File: config.mk
export PLATFORM = sky130hd
export DESIGN_NAME = losm_divider
export DESIGN_NICKNAME = d
export VERILOG_FILES = /design/src/hw/rtl/losm_divider.sv
export SDC_FILE = /design/constraint.sdc
export NUM_CORES = 1
export LEC_CHECK = 0
export ABC_AREA = 1
export BUFFER_PORTS_ARGS = -buffer_cell sky130_fd_sc_hd__buf_2
export CAP_MARGIN = 15
export CELL_PAD_IN_SITES_DETAIL_PLACEMENT = 1
export CELL_PAD_IN_SITES_GLOBAL_PLACEMENT = 1
export CORE_MARGIN = 8
export CORE_UTILIZATION = 47
export CTS_BUF_LIST = sky130_fd_sc_hd__clkbuf_4 sky130_fd_sc_hd__clkbuf_8
export DETAILED_ROUTE_END_ITERATION = 8
export PLACE_DENSITY = 0.84
export SLEW_MARGIN = 20
export SYNTH_ARGS = -nofsm -noshare
export SYNTH_HDL_FRONTEND = slang
export SYNTH_SLANG_ARGS = --single-unit
export TNS_END_PERCENT = 100
File: constraint.sdc
create_clock -name clk -period 5.1 [get_ports clk]
set_input_delay 0 -clock clk [delete_from_list [all_inputs] [get_ports clk]]
set_output_delay 0 -clock clk [all_outputs]
set_load 0.02 [all_outputs]
File: src/hw/rtl/losm_divider.sv
// Restoring divider retiring one quotient bit per cycle.
module losm_divider (
	input logic clk,
	input logic arst_n,
	input logic start,
	input logic [31:0] num,
	input logic [32:0] den,
	output logic done,
	output logic [31:0] quot,
	output logic sat
);
	// Dividend is num << 28 (60 bits); quotient up to 60 bits, saturate above 32.
	logic [59:0] dvd_q;
	logic [33:0] rem_q;
	logic [32:0] den_q;
	logic [31:0] quot_q;
	logic sat_q;
	logic [5:0] cnt_q;
	logic busy_q;
	logic [33:0] trial;
	logic [33:0] diff;
	logic ge;

	assign trial = {rem_q[32:0], dvd_q[59]};
	assign diff = trial - {1'b0, den_q};
	assign ge = !diff[33];

	always_ff @(posedge clk or negedge arst_n) begin
		if (!arst_n) begin
			busy_q <= 1'b0;
			cnt_q <= '0;
			done <= 1'b0;
		end else begin
			done <= 1'b0;
			if (start) begin
				busy_q <= 1'b1;
				cnt_q <= 6'd59;
			end else if (busy_q) begin
				if (cnt_q == 6'd0) begin
					busy_q <= 1'b0;
					done <= 1'b1;
				end
				cnt_q <= cnt_q - 6'd1;
			end
		end
	end

	// Datapath: shift one dividend bit into the remainder each cycle.
	always_ff @(posedge clk) begin
		if (start) begin
			dvd_q <= {num, 28'd0};
			den_q <= den;
			rem_q <= '0;
			quot_q <= '0;
			sat_q <= 1'b0;
		end else if (busy_q) begin
			dvd_q <= {dvd_q[58:0], 1'b0};
			rem_q <= ge ? diff : trial;
			quot_q <= {quot_q[30:0], ge};
			if (quot_q[31]) sat_q <= 1'b1;
		end
	end

	assign quot = sat_q ? 32'hFFFF_FFFF : quot_q;
	assign sat = sat_q;
endmodule

==> results.py <==
metrics = {
    "outcome": {
        "status": "finished clean",
    },
    "sta": {
        "rsz0062_at_grt": "false",
        "final.setup_skew_ns": 0.0189,
        "slew_viol_final": 0,
        "worstMarginPinSlew_ns": 1.06,
        "period_share": 0.541,
        "hold_viol": 0,
        "setup_viol": 0,
        "period_needed_ns": 2.76,
        "relSlewSlack": 0.294,
        "setup-tns-final_ns": 0,
        "fmax_mhz": 363,
        "setup_ws_ns": 2.34,
    },
    "critical_path": {
        "reg2reg_slack_ns": 2.34,
        "max_stage_delay_ns": 0.49,
        "r2r-start": "den_q[2]",
        "crit_required_ns": 5.48,
        "end_kind": "flip-flop",
        "cpMaxStageDelayCell": "nand3_1",
        "r2r_cells": 16,
        "crit_chain": "inv_1, ha_1, nand2_1, nand2_1, nand2_1, nand2_1, nand2_1, nand3_2, nand2_4, nand2_4, nand2_4, nand3_4, nand3_1, nand2_1, nand2_1, nand2_1",
        "r2r-end": "rem_q[31]",
        "critical_path.most_common_cell": "nand2_1",
        "cp-start-kind": "flip-flop",
        "crit_type": "reg2reg",
        "path_max_fanout": 26,
        "crit_arrival_ns": 3.14,
    },
    "routing": {
        "via_per_inst": 5.35,
        "num_vias": 8246,
        "drt_pass1_iterations": 5,
        "drt.antenna.violating_nets": 0,
        "wl_um": 30000,
        "drt_iter0_drc": 419,
        "wire_per_inst_um": 19.5,
        "drc": 0,
    },
    "power_and_ir_drop": {
        "ir_worst_vdd_uv": 211,
        "p_int_w": 0.00191,
        "pwr-share-clk": 0.311,
        "combPwrFrac": 0.255,
        "powerDensity_mw_per_mm2": 306,
        "p_sw_w": 0.00114,
        "p_leak_nw": 5.37,
        "sequentialPowerShare": 0.433,
        "sw_frac_of_total": 0.374,
        "power.total_w": 0.00305,
    },
    "clocking": {
        "cts_buffer_depth": 2,
        "cts_resized": 0,
        "clkTransAtPathRegs_ns": 0.10,
        "root_buffer": "clkbuf_8",
        "numCtsBuffers": 17,
        "insertion_delay_ns": 0.48,
        "cts_tree": "done",
        "clock_sinks": 139,
        "cts.htree.levels": 4,
    },
    "final_layout": {
        "final_util": 0.577,
        "antenna_cells": 0,
        "layout_commonest_cell": "nand2_1",
        "area_growth_syn_to_layout_pct": 20.8,
        "nets": 1407,
        "drive_gt1_frac": 0.138,
        "layout.cells.non_filler": 1541,
        "final_cell_mix": "nand2_1 (436), inv_1 (193), buf_2 (101)",
    },
    "floorplan": {
        "dieArea_mm2": 0.0220,
        "start_util": 0.478,
        "die_x_um": 148,
        "die_h_um": 148,
        "coreArea_mm2": 0.0172,
        "io_pins": 102,
        "row_count": 48,
    },
    "logic_synthesis": {
        "ys_ff_latch": 139,
        "synth_area_leader_cell": "edfxtp_1",
        "mappedNetlistNets": 1245,
        "syn_avg_cell_area_um2": 7.22,
        "synth_area_leaders": "edfxtp_1 (24%), nand2_1 (20%), dfxtp_1 (16%)",
        "synth-seq-area-share": 0.422,
        "synth_area_mm2": 0.00823,
        "synth_cells": 1141,
        "synth_top_area_frac": 0.237,
        "yosys_warnings": 0,
        "ys_types": 42,
    },
    "min_path": {
        "hp-start": "den[0]",
        "hold_path_class": "in2reg",
        "min_path_cells": 2,
        "min_to": "den_q[0]",
    },
    "global_routing": {
        "grt_max_degree": 73,
        "overflow": 0,
        "grtUsageTotal": 0.279,
        "grt_pass1_wl_um": 48200,
        "antenna_found_initial": 1,
        "grt_pass1_vias": 8991,
    },
    "placement": {
        "pre_cts_ws_ns": 2.51,
        "port_buffers": 101,
        "dp.cells": 1442,
        "hpwlAfterDp_um": 18100,
        "routabilityCongestion": 0.937,
    },
    "job": {
        "max-cap-violations": 0,
    },
}
## through the flow
stage | hold WS (ns) | cell area [µm²]
3_3_place_gp | -0.150 | 8890
6_report | 0.224 | 9940
4_1_cts | 0.222 | 9940
2_1_floorplan | -0.296 | 8230
5_1_grt | 0.214 | 9940
3_5_place_dp | -0.150 | 8890
## layout make-up
cell class                      instances  area [µm²]
Clock buffer                           18         241
Clock inverter                         14         145
Fill cell                            2215        7290
Inverter                              199         747
Multi-Input combinational cell        774        3850
Sequential cell                       139        3470
Tap cell                              225         282
Timing Repair Buffer                  172        1210
## flip-flops by register name (all words and copies together) (netlist names)
register  cells
done          1
dvd_q        32
cnt_q         6
rem_q        33
sat           1
quot_q       32
den_q        33
busy_q        1
## worst max path at each step
| stage | startpoint | end | slack [ns] | cells after the start |
|---|---|---|---|---|
| after floorplan | busy_q | dvd_q[28] | 2.98 | 3 |
| after global placement | dvd_q[59] | rem_q[32] | 2.57 | 17 |
| after detailed placement | dvd_q[59] | rem_q[32] | 2.51 | 17 |
| after CTS | dvd_q[59] | rem_q[32] | 2.45 | 18 |
| after global routing | den_q[2] | rem_q[31] | 2.13 | 16 |
| final | den_q[2] | rem_q[31] | 2.34 | 16 |
## per-layer routing
layer | up-vias | global-route usage | share of wire
li1 | 3910 | - | -
met1 | 3984 | 0.322 | 0.42
met2 | 293 | 0.499 | 0.50
met3 | 57 | 0.0589 | 0.055
met4 | 2 | 0.104 | 0.025
met5 | - | 0 | 0.00037
## power groups by stage
stage | registers (W) | clock network [W] | logic [W]
2_1_floorplan | 0.00132 | 0 | 0.000501
3_3_place_gp | 0.00133 | 0 | 0.000672
3_5_place_dp | 0.00134 | 0 | 0.000696
4_1_cts | 0.00131 | 0.000911 | 0.000746
5_1_grt | 0.00133 | 0.000994 | 0.000856
6_report | 0.00132 | 0.000948 | 0.000778
## cell usage after synthesis
| master | count |
|---|---|
| nand2_1 | 436 |
| inv_1 | 194 |
| nand3_1 | 85 |
| dfxtp_1 | 66 |
| edfxtp_1 | 65 |
| nor2_1 | 55 |
| ha_1 | 35 |
| o22ai_1 | 32 |
| a21oi_1 | 26 |
| clkbuf_1 | 16 |
| nand2_2 | 15 |
| nand4_1 | 11 |
| o21ai_0 | 10 |
| nand3_2 | 9 |
| nor3_1 | 9 |
| dfrtp_1 | 8 |
| xnor2_1 | 8 |
| o21bai_1 | 7 |
| xor2_1 | 7 |
| buf_6 | 4 |
| inv_2 | 4 |
| nand2_4 | 4 |
| and2_1 | 3 |
| buf_2 | 3 |
| buf_4 | 3 |
| nand3b_1 | 3 |
| nor2_4 | 3 |
| buf_1 | 2 |
| nand2_8 | 2 |
| nor2_2 | 2 |
| nor4_1 | 2 |
| o21ai_1 | 2 |
| a21boi_0 | 1 |
| a21oi_2 | 1 |
| a22oi_1 | 1 |
| a31oi_1 | 1 |
| and3_1 | 1 |
| buf_12 | 1 |
| clkinv_1 | 1 |
| fa_1 | 1 |
| nand3_4 | 1 |
| or2_2 | 1 |
## cells by family (layout without fill, tap and decap cells)
kind of cell / after synthesis / count (layout) / synth area share
AOI/OAI and AO/OA: 81 / 81 / 0.0574
xor gates and xnor gates: 15 / 15 / 0.0160
adders and majority gates: 36 / 36 / 0.0556
buffers and inverters: 228 / 403 / 0.111
DFF: 139 / 139 / 0.422
and+or+nand+nor: 642 / 642 / 0.338
## timing repair
action / in CTS / in global routing
setup buffers: 0 / 0
hold buffers: 67 / 0
hold endpoints to repair: 73 / 0
## worst max-delay path, delay by kind of cell (launching register included)
family	cells	cell delay, ns
simple gates	14	1.80
flops	1	0.42
fa+ha+maj	1	0.37
buf+inv	1	0.06
Power figures use the tool's default switching activity.
