## src/hw/rtl/losm_pkg.sv

```systemverilog
// Shared types and constants for the log-odds score matrix unit.
package losm_pkg;
	localparam int MaxSymbols = 32;
	localparam int LogFracBits = 16;
	localparam int NumRegs = 5;
	localparam int CfgIdxW = 3;
	localparam int CfgDataW = 32;

	localparam logic [CfgIdxW-1:0] REG_TABLE_SIZE = 3'd0;
	localparam logic [CfgIdxW-1:0] REG_CONTAINS_X = 3'd1;
	localparam logic [CfgIdxW-1:0] REG_BIT_FACTOR = 3'd2;
	localparam logic [CfgIdxW-1:0] REG_SCORING_BIAS = 3'd3;
	localparam logic [CfgIdxW-1:0] REG_ANY_BACK = 3'd4;

	localparam logic [1:0] STATUS_OK = 2'd0;
	localparam logic [1:0] STATUS_SAT = 2'd1;
	localparam logic [1:0] STATUS_ZERO = 2'd2;

	localparam logic OP_WRITE = 1'b0;
	localparam logic OP_READ = 1'b1;

	typedef struct packed {
		logic op;
		logic [4:0] row_index;
		logic [4:0] col_index;
		logic [31:0] probability;
	} in_beat_t;

	typedef struct packed {
		logic signed [15:0] score;
		logic [31:0] cond_ratio;
		logic [1:0] status;
	} out_beat_t;
endpackage

```

## src/hw/rtl/losm_log2.sv

```systemverilog
// Log2 unit: normalization one bit per cycle, then one squaring per fraction bit.
module losm_log2 #(
	parameter int LogFracBits = losm_pkg::LogFracBits
) (
	input logic clk,
	input logic arst_n,
	input logic start,
	input logic [32:0] x,
	output logic done,
	output logic [LogFracBits+5:0] result
);
	localparam int RW = LogFracBits + 6;
	localparam int CW = $clog2(LogFracBits + 1);

	typedef enum logic [2:0] {
		L_IDLE = 3'b001,
		L_NORM = 3'b010,
		L_SQR = 3'b100
	} lstate_t;

	lstate_t state_q;
	logic [32:0] m_q;
	logic [5:0] e_q;
	logic [RW-1:0] r_q;
	logic [CW-1:0] k_q;
	logic [65:0] sq;
	logic [33:0] msh;

	// Mantissa held as 1.31 in 33 bits during squaring.
	assign sq = {33'd0, m_q} * {33'd0, m_q};
	assign msh = sq[64:31];

	always_ff @(posedge clk or negedge arst_n) begin
		if (!arst_n) begin
			state_q <= L_IDLE;
			done <= 1'b0;
			k_q <= '0;
		end else begin
			done <= 1'b0;
			unique case (state_q)
				L_IDLE: if (start) state_q <= L_NORM;
				L_NORM: begin
					if (m_q[32:31] == 2'b01) begin
						state_q <= L_SQR;
						k_q <= '0;
					end
				end
				L_SQR: begin
					k_q <= k_q + CW'(1);
					if (k_q == CW'(LogFracBits - 1)) begin
						state_q <= L_IDLE;
						done <= 1'b1;
					end
				end
				default: state_q <= L_IDLE;
			endcase
		end
	end

	// Normalize by single shifts, tracking the exponent.
	always_ff @(posedge clk) begin
		if (state_q == L_IDLE && start) begin
			m_q <= x;
			e_q <= 6'd31;
		end else if (state_q == L_NORM) begin
			if (m_q[32]) begin
				m_q <= {1'b0, m_q[32:1]};
				e_q <= e_q + 6'd1;
			end else if (!m_q[31]) begin
				m_q <= {m_q[31:0], 1'b0};
				e_q <= e_q - 6'd1;
			end else begin
				r_q <= RW'(e_q);
			end
		end else if (state_q == L_SQR) begin
			if (msh[32]) begin
				m_q <= msh[33:1];
				r_q <= {r_q[RW-2:0], 1'b1};
			end else begin
				m_q <= msh[32:0];
				r_q <= {r_q[RW-2:0], 1'b0};
			end
		end
	end

	assign result = r_q;
endmodule

```

## config.mk

```make
export PLATFORM = sky130hd
export DESIGN_NAME = losm_log2
export DESIGN_NICKNAME = d
export VERILOG_FILES = /design/src/hw/rtl/losm_pkg.sv /design/src/hw/rtl/losm_log2.sv
export SDC_FILE = /design/constraint.sdc
export NUM_CORES = 2
export LEC_CHECK = 0
export BUFFER_PORTS_ARGS = -buffer_cell sky130_fd_sc_hd__buf_2
export CORE_ASPECT_RATIO = 1.4
export CORE_MARGIN = 5
export CORE_UTILIZATION = 40
export CTS_CLUSTER_SIZE = 40
export DETAILED_ROUTE_END_ITERATION = 12
export SLEW_MARGIN = 10
export SYNTH_ARGS = -nofsm -noshare
export SYNTH_HDL_FRONTEND = slang
export SYNTH_SLANG_ARGS = --single-unit
```

## constraint.sdc

```tcl
create_clock -name clk -period 22.7 [get_ports clk]
set_input_delay 1.135 -clock clk [delete_from_list [all_inputs] [get_ports clk]]
set_output_delay 1.135 -clock clk [all_outputs]
set_load 0.005 [all_outputs]
```

==> results.py <==
metrics = {
    "status": {
        "status": "finished, final reports clean",
    },
    "detailed_routing": {
        "via_per_inst": 5.11,
        "wl_per_cell_um": 20.7,
        "wl_um": 98700,
        "drt_pass1_iterations": 7,
        "first_iter_violations": 1373,
        "drc": 0,
        "ant_nets": 0,
        "dr_total_vias": 24376,
    },
    "placement": {
        "place_hpwl_um": 80500,
        "place.gp.congestion": 0.958,
        "port_buffers": 58,
    },
    "cts": {
        "cts_sinks": 70,
        "cts_root_buf": "clkbuf_16",
        "htreeDepth": 3,
        "post_cts_buffers": 0,
        "cts_resized": 0,
        "cts_buffers": 9,
        "clkLatencyLatePin_ps": 350,
        "holdBufCountCts": 0,
        "cts_tree": "yes",
        "cts_max_path_buffers": 2,
        "path_clk_slew_ps": 60,
    },
    "synthesis": {
        "ys.flop_type": "edfxtp_1",
        "yosys-top-cells-area": "fa_1 51%, inv_1 13%, ha_1 10%",
        "synth_area_leader_cell": "fa_1",
        "syn_nets": 4869,
        "ys_seq_elements": 70,
        "yosysMostFrequentCell": "inv_1",
        "syn_area_mm2": 0.0340,
        "avgSynthCellArea_um2": 9.18,
        "synth_mux_area_share_pct": 0.446,
        "synth_simple_gate_area_share_pct": 11.4,
        "syn_inst": 3699,
        "synth.distinct_cells": 66,
        "synth_xor_area_share_pct": 1.59,
        "synth_common_cells": "1148 x inv_1, 860 x fa_1, 426 x nand2_1",
        "synth-edff-count": 55,
        "yosysWarningCount": 0,
        "synth_top_area_share_pct": 50.7,
        "ys_seq_area_share_pct": 5.88,
        "synth_async_sr_flop_share_pct": 12.9,
        "synth_compound_area_share_pct": 5.60,
        "synth_top_family_by_area": "adder cells",
        "synth_fa_ha_area_share_pct": 60.8,
    },
    "setup_path": {
        "reg2reg_to": "m_q[20]",
        "regToRegSetupSlack_ps": 12820,
        "critPathSlowestCell": "edfxtp_1",
        "path_buf_inv": 6,
        "crit_fanout": 23,
        "reg2regPathDepth": 27,
        "arrival_ps": 10050,
        "crit_family": "adder cells",
        "end_kind": "flip-flop",
        "cp.required_ps": 22870,
        "worstReg2RegStart": "m_q[29]",
        "path_common_cell": "fa_1",
        "critical_path_class": "flip-flop to flip-flop",
        "slowest_delay_ps": 1030,
        "cp-start-kind": "flip-flop",
    },
    "sta": {
        "fmax_mhz": 101,
        "min_period_over_period_pct": 43.5,
        "slew_headroom_pct": 27.6,
        "fin_skew_ps": 7.84,
        "drv_slew": 0,
        "period_needed_ps": 9880,
        "report.final.hold_viol_count": 0,
        "rsz0062_at_grt": "no",
        "fin_tns_setup_ps": 0,
        "fin_worst_hold_slack_ps": 493,
        "worstMarginPinSlew_ps": 1080,
        "setup_viol": 0,
    },
    "die": {
        "initial_core_util_pct": 40.3,
        "ios": 59,
        "die_w_um": 256,
        "rows": 126,
        "die_height_um": 355,
        "die_area_mm2": 0.0909,
        "coreArea_mm2": 0.0843,
    },
    "final_layout": {
        "nets": 4848,
        "drive_gt1_share_pct": 3.94,
        "area.growth.synth_to_final_pct": 5.44,
    },
    "global_route": {
        "grt_pass1_vias": 27828,
        "grt_usage_pct": 22.2,
        "grt_pass1_wl_um": 155000,
        "antenna_found_initial": 2,
        "grt-ovfl-total": 0,
        "grt_max_degree": 49,
    },
    "min_path": {
        "hp-start": "e_q[5]",
        "worstHoldEndpoint": "e_q[5]",
        "min_delay_path_depth": 2,
        "worst_hold_path_type": "flip-flop to flip-flop",
    },
    "run": {
        "cap_violations": 0,
    },
}
-- final cells by class --
cell class              count  area (um^2)
repair buffers            106          651
well taps                1088         1360
inverters                1152         4320
flip-flops and latches     70         2000
diodes                      1         2.50
clock buffers              10          229
clock inverters             6         93.8
fillers                  8331        48500
multi-input cells        2339        27100
-- worst max path at each step --
stage	startpoint	to	slack, ps	cells after the start
global route	m_q[29]	m_q[27]	12350	27
floorplan	m_q[26]	m_q[14]	14570	29
global placement	m_q[24]	m_q[1]	13030	24
detailed placement	m_q[29]	m_q[20]	12930	27
CTS	m_q[29]	m_q[20]	12920	27
finish	m_q[29]	m_q[20]	12820	27
-- logic make-up (layout without fill, tap and decap cells) --
logic type               Yosys count  in the layout
AND/OR/NAND/NOR                  830            830
XOR/XNOR                          60             60
other                              0              1
multiplexers                      15             15
adder cells (fa/ha/maj)         1134           1134
buffers and inverters           1290           1274
flip-flops                        70             70
AO/OA/AOI/OAI                    300            300
-- per-layer routing --
layer | vias to the layer above | GRT usage (%) | part of all wire, %
met5 | - | 0 | 0.013
met3 | 326 | 2.47 | 4.7
met1 | 12590 | 23.7 | 34
met4 | 2 | 11.8 | 6.8
li1 | 10669 | - | -
met2 | 789 | 42.6 | 55
-- stage by stage --
stage | util (%) | instances | worst slack, ps | cell area, um^2
floorplan | - | 3699 | 14570 | 34000
global placement | 42.1 | 4755 | 13030 | 35500
detailed placement | 42.1 | 4755 | 12930 | 35500
CTS | 42.4 | 4771 | 12920 | 35800
global route | 42.4 | 4771 | 12350 | 35800
finish | 42.5 | 4772 | 12820 | 35800
-- registers in the layout, indices dropped and copies added (netlist names) --
signal   cells
state_q      3
e_q          6
result      22
m_q         33
done         1
k_q          5
-- cell usage in the layout, fill, tap and decap left out, drive strengths merged, types with 8 or more instances in the layout --
cell,n
a31oi,19
nand4,18
o211ai,22
xor2,23
mux2i,14
clkbuf,10
nor2,104
a21oi,103
o21ai,55
xnor2,37
a21o,41
inv,1149
o21bai,19
nor3,14
buf,106
nand2,426
nor2b,9
and3,10
fa,860
ha,274
and2,209
nand3,12
dfrtp,8
edfxtp,55
-- worst reg2reg max path: stages, from the launching register on --
cell      delay [ps]
edfxtp_1        1030
buf_4            440
nand2_1          170
fa_1             550
inv_1             60
fa_1             510
fa_1             500
inv_1             60
fa_1             530
inv_1             50
fa_1             480
fa_1             500
fa_1             490
inv_1             50
fa_1             480
inv_1             40
ha_1             410
nand2_1          110
o21ai_2          230
a211oi_1         110
nor4_1           290
a31oi_1          230
o21ai_2          350
a21oi_2          120
o41ai_4          490
xor2_2           870
nand2_1          280
o221ai_1         260
Power is left out: the tool's default activity adds up to more than one toggle a clock period on the data nets, which glitch-free logic cannot reach.
